$ cat src/hw/rtl/srs_pkg.sv
// shared types and constants of the stereo linear resampler
package srs_pkg;

    localparam int FRAC_BITS = 16;
    localparam int MAX_RUN   = 16;
    localparam int SAMPLE_W  = 16;
    localparam int STEP_W    = 20;
    // running phase needs one bit more than the stored step
    localparam int PHASE_W   = STEP_W + 1;
    localparam int CNT_W     = $clog2(MAX_RUN + 1);
    localparam int DIFF_W    = SAMPLE_W + 1;
    localparam int PROD_W    = DIFF_W + FRAC_BITS + 1;

    localparam logic [PHASE_W-1:0] PHASE_ONE  = PHASE_W'(1) << FRAC_BITS;
    localparam logic [STEP_W-1:0]  STEP_RESET = STEP_W'(65536);

    typedef struct packed {
        logic signed [SAMPLE_W-1:0] left_sample;
        logic signed [SAMPLE_W-1:0] right_sample;
    } t_in_item;

    typedef struct packed {
        logic signed [SAMPLE_W-1:0] left_out;
        logic signed [SAMPLE_W-1:0] right_out;
        logic                       last_of_run;
    } t_out_item;

    typedef struct packed {
        logic valid;
        logic last;
    } t_stage_ctl;

endpackage

$ cat src/hw/rtl/srs_lerp_lane.sv
// one channel lane: registered product, then older plus scaled difference
module srs_lerp_lane (
    input  logic                                    i_clk,
    input  logic                                    i_advance,
    input  logic signed [srs_pkg::SAMPLE_W-1:0]     i_older,
    input  logic signed [srs_pkg::SAMPLE_W-1:0]     i_newer,
    input  logic        [srs_pkg::FRAC_BITS-1:0]    i_frac,
    output logic signed [srs_pkg::SAMPLE_W-1:0]     o_result
);
    import srs_pkg::*;

    logic signed [DIFF_W-1:0]    diff;
    logic signed [FRAC_BITS:0]   frac_s;
    logic signed [PROD_W-1:0]    r_prod;
    logic signed [SAMPLE_W-1:0]  r_older;

    assign diff   = DIFF_W'(i_newer) - DIFF_W'(i_older);
    assign frac_s = {1'b0, i_frac};

    always_ff @(posedge i_clk) begin
        if (i_advance) begin
            r_prod  <= diff * frac_s;
            r_older <= i_older;
        end
    end

    // arithmetic shift is a floor; only the low sample bits survive the wrap
    assign o_result = r_older + r_prod[FRAC_BITS+SAMPLE_W-1:FRAC_BITS];

endmodule

$ cat src/hw/rtl/srs_merge.sv
// output register that joins both lane results into one item
module srs_merge (
    input  logic                                 i_clk,
    input  logic                                 i_rst_n,
    input  srs_pkg::t_stage_ctl                  i_ctl,
    input  logic signed [srs_pkg::SAMPLE_W-1:0]  i_left,
    input  logic signed [srs_pkg::SAMPLE_W-1:0]  i_right,
    input  logic                                 i_out_ready,
    output logic                                 o_out_valid,
    output srs_pkg::t_out_item                   o_out,
    output logic                                 o_advance
);
    import srs_pkg::*;

    logic      r_valid;
    t_out_item r_item;

    assign o_advance = !r_valid || i_out_ready;

    always_ff @(posedge i_clk) begin
        if (!i_rst_n) begin
            r_valid <= 1'b0;
        end else if (o_advance) begin
            r_valid <= i_ctl.valid;
        end
    end

    always_ff @(posedge i_clk) begin
        if (o_advance && i_ctl.valid) begin
            r_item.left_out    <= i_left;
            r_item.right_out   <= i_right;
            r_item.last_of_run <= i_ctl.last;
        end
    end

    assign o_out_valid = r_valid;
    assign o_out       = r_item;

endmodule

$ cat src/hw/rtl/stereo_linear_resampler_core.sv
// top level of the stereo linear-interpolation sample-rate converter
//
//  channel   direction  handshake                   payload
//  in        to block   i_in_valid / o_in_ready     i_in  (left_sample, right_sample)
//  out       from block o_out_valid / i_out_ready   o_out (left_out, right_out, last_of_run)
//  cfg       to block   i_cfg_we                    i_cfg_data (phase_step)
//
//  the block takes an item on the handshake, issues its n results (0 to MAX_RUN) one a cycle
//  while the output is not stalled, and takes the next item on the cycle after its last issue
//  each result passes the lane product register, then the output register, on its way to o_out
//  an item with no result shifts the history and drops the phase by 1.0; the block stays idle
//  a stalled output holds the whole lane pipeline and a busy issue sequencer in place
//  synchronous active-low reset clears history, phase and control; step returns to 1.0
module stereo_linear_resampler_core (
    input  logic                               i_clk,
    input  logic                               i_rst_n,
    input  logic                               i_in_valid,
    output logic                               o_in_ready,
    input  srs_pkg::t_in_item                  i_in,
    output logic                               o_out_valid,
    input  logic                               i_out_ready,
    output srs_pkg::t_out_item                 o_out,
    input  logic                               i_cfg_we,
    input  logic [srs_pkg::STEP_W-1:0]         i_cfg_data
);
    import srs_pkg::*;

    // configuration
    logic [STEP_W-1:0] r_phase_step;

    // two-deep sample history
    logic signed [SAMPLE_W-1:0] r_older_l, r_older_r;
    logic signed [SAMPLE_W-1:0] r_newer_l, r_newer_r;

    // issue sequencer
    logic               r_busy,  n_busy;
    logic [PHASE_W-1:0] r_phase, n_phase;
    logic [CNT_W-1:0]   r_count, n_count;

    // tag travelling alongside the lane product registers
    t_stage_ctl r_ctl_b;

    logic               in_acc;
    logic               adv;
    logic               iss;
    logic               iss_last;
    logic [PHASE_W-1:0] phase_sum;
    logic               sum_ge;
    logic               at_max;
    logic signed [SAMPLE_W-1:0] lane_l, lane_r;

    assign o_in_ready = !r_busy;
    assign in_acc     = i_in_valid && o_in_ready;

    // next phase after this output and whether the run ends here
    assign phase_sum = r_phase + {1'b0, r_phase_step};
    assign sum_ge    = phase_sum >= PHASE_ONE;
    assign at_max    = r_count == CNT_W'(MAX_RUN - 1);
    assign iss       = r_busy && adv;
    assign iss_last  = sum_ge || at_max;

    always_comb begin
        n_busy  = r_busy;
        n_phase = r_phase;
        n_count = r_count;
        if (in_acc) begin
            if (r_phase >= PHASE_ONE) begin
                // phase already past this input: no output
                n_phase = r_phase - PHASE_ONE;
            end else begin
                n_busy  = 1'b1;
                n_count = '0;
            end
        end else if (iss) begin
            if (iss_last) begin
                n_busy = 1'b0;
                // run cut at the limit clears the phase instead of dropping 1.0
                n_phase = sum_ge ? (phase_sum - PHASE_ONE) : '0;
            end else begin
                n_phase = phase_sum;
                n_count = r_count + CNT_W'(1);
            end
        end
    end

    always_ff @(posedge i_clk) begin
        if (!i_rst_n) begin
            r_phase_step <= STEP_RESET;
            r_busy       <= 1'b0;
            r_phase      <= '0;
            r_count      <= '0;
            r_older_l    <= '0;
            r_older_r    <= '0;
            r_newer_l    <= '0;
            r_newer_r    <= '0;
            r_ctl_b      <= '0;
        end else begin
            if (i_cfg_we) begin
                r_phase_step <= i_cfg_data;
            end
            r_busy  <= n_busy;
            r_phase <= n_phase;
            r_count <= n_count;
            if (in_acc) begin
                r_older_l <= r_newer_l;
                r_older_r <= r_newer_r;
                r_newer_l <= i_in.left_sample;
                r_newer_r <= i_in.right_sample;
            end
            if (adv) begin
                r_ctl_b.valid <= iss;
                r_ctl_b.last  <= iss_last;
            end
        end
    end

    // one lane per channel, both fed the same phase fraction
    srs_lerp_lane u_lane_l (
        .i_clk     (i_clk),
        .i_advance (adv),
        .i_older   (r_older_l),
        .i_newer   (r_newer_l),
        .i_frac    (r_phase[FRAC_BITS-1:0]),
        .o_result  (lane_l)
    );

    srs_lerp_lane u_lane_r (
        .i_clk     (i_clk),
        .i_advance (adv),
        .i_older   (r_older_r),
        .i_newer   (r_newer_r),
        .i_frac    (r_phase[FRAC_BITS-1:0]),
        .o_result  (lane_r)
    );

    srs_merge u_merge (
        .i_clk       (i_clk),
        .i_rst_n     (i_rst_n),
        .i_ctl       (r_ctl_b),
        .i_left      (lane_l),
        .i_right     (lane_r),
        .i_out_ready (i_out_ready),
        .o_out_valid (o_out_valid),
        .o_out       (o_out),
        .o_advance   (adv)
    );

`ifndef SYNTH
    // stored phase between items always fits the step width
    a_phase_fits: assert property (@(posedge i_clk) disable iff (!i_rst_n)
        !r_busy |-> !r_phase[PHASE_W-1])
        else $error("idle phase out of range");

    // issuing the last output of a run frees the sequencer
    a_last_frees: assert property (@(posedge i_clk) disable iff (!i_rst_n)
        (iss && iss_last) |=> !r_busy)
        else $error("sequencer still busy after last issue");

    // run length never passes the limit
    a_run_limit: assert property (@(posedge i_clk) disable iff (!i_rst_n)
        r_busy |-> (r_count <= CNT_W'(MAX_RUN - 1)))
        else $error("run count beyond limit");
`endif

endmodule
$ cat config.mk
export PLATFORM = sky130hd
export DESIGN_NAME = stereo_linear_resampler_core
export DESIGN_NICKNAME = d
export VERILOG_FILES = /design/src/hw/rtl/srs_pkg.sv /design/src/hw/rtl/srs_lerp_lane.sv /design/src/hw/rtl/srs_merge.sv /design/src/hw/rtl/stereo_linear_resampler_core.sv
export SDC_FILE = /design/constraint.sdc
export NUM_CORES = 2
export LEC_CHECK = 0
export BUFFER_PORTS_ARGS = -buffer_cell sky130_fd_sc_hd__buf_2
export CAP_MARGIN = 10
export CORE_MARGIN = 10
export CORE_UTILIZATION = 35
export DETAILED_ROUTE_END_ITERATION = 16
export SLEW_MARGIN = 20
export SYNTH_ARGS = -nofsm -noshare
export SYNTH_HDL_FRONTEND = slang
export SYNTH_HIERARCHICAL = 1
export SYNTH_SLANG_ARGS = --single-unit
$ cat constraint.sdc
create_clock -name i_clk -period 9.5 [get_ports i_clk]
set_clock_uncertainty 0.1 [all_clocks]
set_input_delay 1.9 -clock i_clk [delete_from_list [all_inputs] [get_ports i_clk]]
set_output_delay 1.9 -clock i_clk [all_outputs]
set_load 0.1 [all_outputs]
==> results by group <==
Clock tree
  – Root Buffer: clkbuf_16
  – Clk_lat worst skew: 0.54 ns
  – Reg clk slew, reported paths: 0.07 ns
  – CTS sink count: 211
  – Postcts setup bufs: 0
  – CTS Buffer Depth: 3
  – Num CTS Buffers: 23
  – Cts hold-fix bufs: 0
  – CTS tree: built
  – Htree depth: 1
  – Post_cts resized: 0

GRT
  – Gr ovfl total: 0
  – All-Layer GR Usage: 15.79%
  – Largest net degree at the start of global routing: 71
  – First-pass GRT wire length: 132400 um
  – Antenna violations before repair: 1
  – Vias in the first global route: 24.18k

Logic synthesis
  – Synth Cell Area: 0.03189 mm2
  – Leading area contributor after synthesis: fa_1
  – Mapped Cells: 3528
  – Yosys warns: 6
  – Ys async rst share: 0%
  – Top cell type's share of synthesized area: 32.70%
  – Top cells by area, synth: fa_1, ha_1, edfxtp_1
  – Seq cells post-synth: 211
  – Ys flop type: dfxtp_1
  – Syn Nets: 4364
  – Synth Area per Inst: 9.040 um2
  – Register area share after synthesis: 16.29%
  – Post-synth EDFFs: 97
  – Distinct cells, synth: 98

Floorplan
  – Die Wd: 321.9 um
  – Die area: 0.1036 mm2
  – IO Pins: 92
  – Core area: 0.09015 mm2
  – Initial Utilization: 35.38%
  – # rows: 110
  – Die height: 321.9 um

Detailed routing
  – DRT Pass-1 Iters: 5
  – Total routed wirelength: 80920 um
  – Wire length per cell: 17.00 um
  – Remaining DRCs: 0
  – Detailed-route vias per instance: 4.879
  – 1st-iter DRT viols: 1193
  – Via count: 23.22k
  – Post-route ant nets: 0

Critical path
  – Crit-path most repeated cell: fa_1
  – CP Data Required Time: 9.68 ns
  – CP max stage cell: xnor2_1
  – Reg-to-reg startpoint: r_newer_l[0]$_SDFFE_PN0P_
  – Critical Path Source Type: flop
  – Crit-path max cell delay: 0.61 ns
  – Worst Path Arrival: 8.88 ns
  – Setup crit end kind: flop
  – CP delay by family, top: adder cells
  – Critical Path Start: r_newer_l[0]$_SDFFE_PN0P_
  – Crit path kind: reg -> reg
  – CP Buf/Inv Count: 7
  – CP Max Fanout: 9

Hold path
  – Worst Hold Class: reg -> reg
  – Hold_sp: r_older_r[15]$_SDFFE_PN0P_

STA
  – Final period utilization: 91.58%
  – WHS: 0.3569 ns
  – Relative slew slack: 28.23%
  – Final Critical Period: 8.700 ns
  – Setup repair after global routing missed its margin: false
  – Final Max Slew Viols: 0
  – Setup TNS: 0 ns
  – Final hold violations: 0
  – Final setup violating endpoints: 0
  – Worst Max-Slew Pin Slew: 1.075 ns
  – F_max: 0.1149 GHz

Job
  – Max_cap viols: 0

Placed design
  – Routability congestion estimate: 0.8437
  – Number of port buffers: 91
  – Detailed placer's ending HPWL: 63820 um

Outcome
  – Status: completed

Finish
  – Ant diodes: 0
  – Final Core Density: 38.38%
  – Area delta synth->final: 8.494%
  – Layout cells sized above 1: 7.310%
  – Final Net Count: 4404
  – Filler cells: 9094

Pwr
  – Total power: 0.004401 W
  – Worst vdd ir: 152.3 uV
  – Pwr dens: 127.2 mW/mm2
  – Pleak: 16.73 nW
[final timing paths]
check                                        end  slack (ns)  depth (start not counted)
setup / recovery   u_lane_l/r_prod[31]$_DFFE_PP_        0.80                         33
hold / removal    u_lane_r/r_older[15]$_DFFE_PP_        0.36                          0
setup reg to reg   u_lane_l/r_prod[31]$_DFFE_PP_        0.80                         33
hold reg to reg   u_lane_r/r_older[15]$_DFFE_PP_        0.36                          0
[kinds of logic (layout without fill, tap and decap cells)]
group | Yosys count | in the layout | share of synthesized area [%]
flops | 211 | 211 | 16.29
buf+inv | 885 | 941 | 10.54
xor+xnor | 145 | 145 | 4.166
simple gates | 1064 | 1064 | 16.52
mux | 24 | 24 | 0.7533
fa+ha+maj | 779 | 779 | 42.83
compound gates | 420 | 420 | 8.906
[registers in the layout, indices dropped and copies added, names as in the netlist, 2 cells and up]
| register | cells |
|---|---|
| r_newer_l | 16 |
| u_lane_l/r_older | 16 |
| r_older_r | 16 |
| u_merge/o_out | 33 |
| r_phase | 21 |
| r_phase_step | 20 |
| r_ctl_b | 2 |
| u_lane_r/r_prod | 16 |
| u_lane_r/r_older | 16 |
| r_count | 5 |
| r_newer_r | 16 |
| u_lane_l/r_prod | 16 |
| r_older_l | 16 |
[stage by stage]
stage | worst slack (ns) | cells | area (um2)
after floorplan | 1.831 | 3528 | 31890
after global placement | 0.9845 | 4719 | 33770
after detailed placement | 0.8271 | 4719 | 33780
after CTS | 0.7545 | 4760 | 34600
after global routing | 0.2109 | 4760 | 34600
final | 0.7995 | 4760 | 34600
[cells in the final DEF, fill, tap and decap left out, types with 13 or more instances in the layout]
| master | count |
|---|---|
| nor2b_1 | 58 |
| nand2b_1 | 27 |
| o21ai_1 | 17 |
| xnor2_1 | 101 |
| a21oi_1 | 145 |
| a211oi_1 | 25 |
| ha_1 | 258 |
| o21a_1 | 13 |
| xor2_1 | 34 |
| nand2_1 | 478 |
| inv_1 | 745 |
| clkbuf_16 | 23 |
| buf_2 | 91 |
| nand3_1 | 30 |
| nor2_1 | 123 |
| o21ai_0 | 54 |
| a31oi_1 | 29 |
| edfxtp_1 | 97 |
| and4b_1 | 16 |
| a21o_1 | 22 |
| mux2i_1 | 24 |
| nand3b_1 | 13 |
| and2_1 | 212 |
| fa_1 | 521 |
| buf_4 | 63 |
| dfxtp_1 | 114 |
| nor3_1 | 35 |
[where the power goes]
part	internal, W	total (W)	switching (W)
sequential	0.00111	0.00120	0.0000903
clock	0.000595	0.000986	0.000391
combinational	0.000743	0.00221	0.00147
total	0.00245	0.00440	0.00195
[per-layer routing]
metal	vias to the layer above	part of all wire, %	track usage [%]
met1	11670	47	21.90
met5	-	0	0
met2	457	48	27.02
met3	57	4.0	1.268
li1	11040	-	-
met4	0	1.3	2.439
[final cells by class]
cell class	instances	area, um2	share of cell area, %
Multi-Input combinational cell	2432	23380	67.58
Sequential cell	211	5195	15.01
Inverter	746	2800	8.093
Tap cell	1176	1471	4.253
Timing Repair Buffer	154	928.4	2.683
Clock buffer	25	603.1	1.743
Clock inverter	16	219.0	0.6328
[Yosys cell counts (29+ instances only)]
cell / number
xor2_1: 35
nor3_1: 35
nor2_1: 123
o21ai_0: 54
clkbuf_1: 115
and2_1: 212
edfxtp_1: 97
nand3_1: 30
fa_1: 521
a31oi_1: 29
inv_1: 745
dfxtp_1: 114
nor2b_1: 59
a21oi_1: 148
xnor2_1: 103
ha_1: 258
nand2_1: 479
Note: power is estimated with default switching activity, not from simulation.
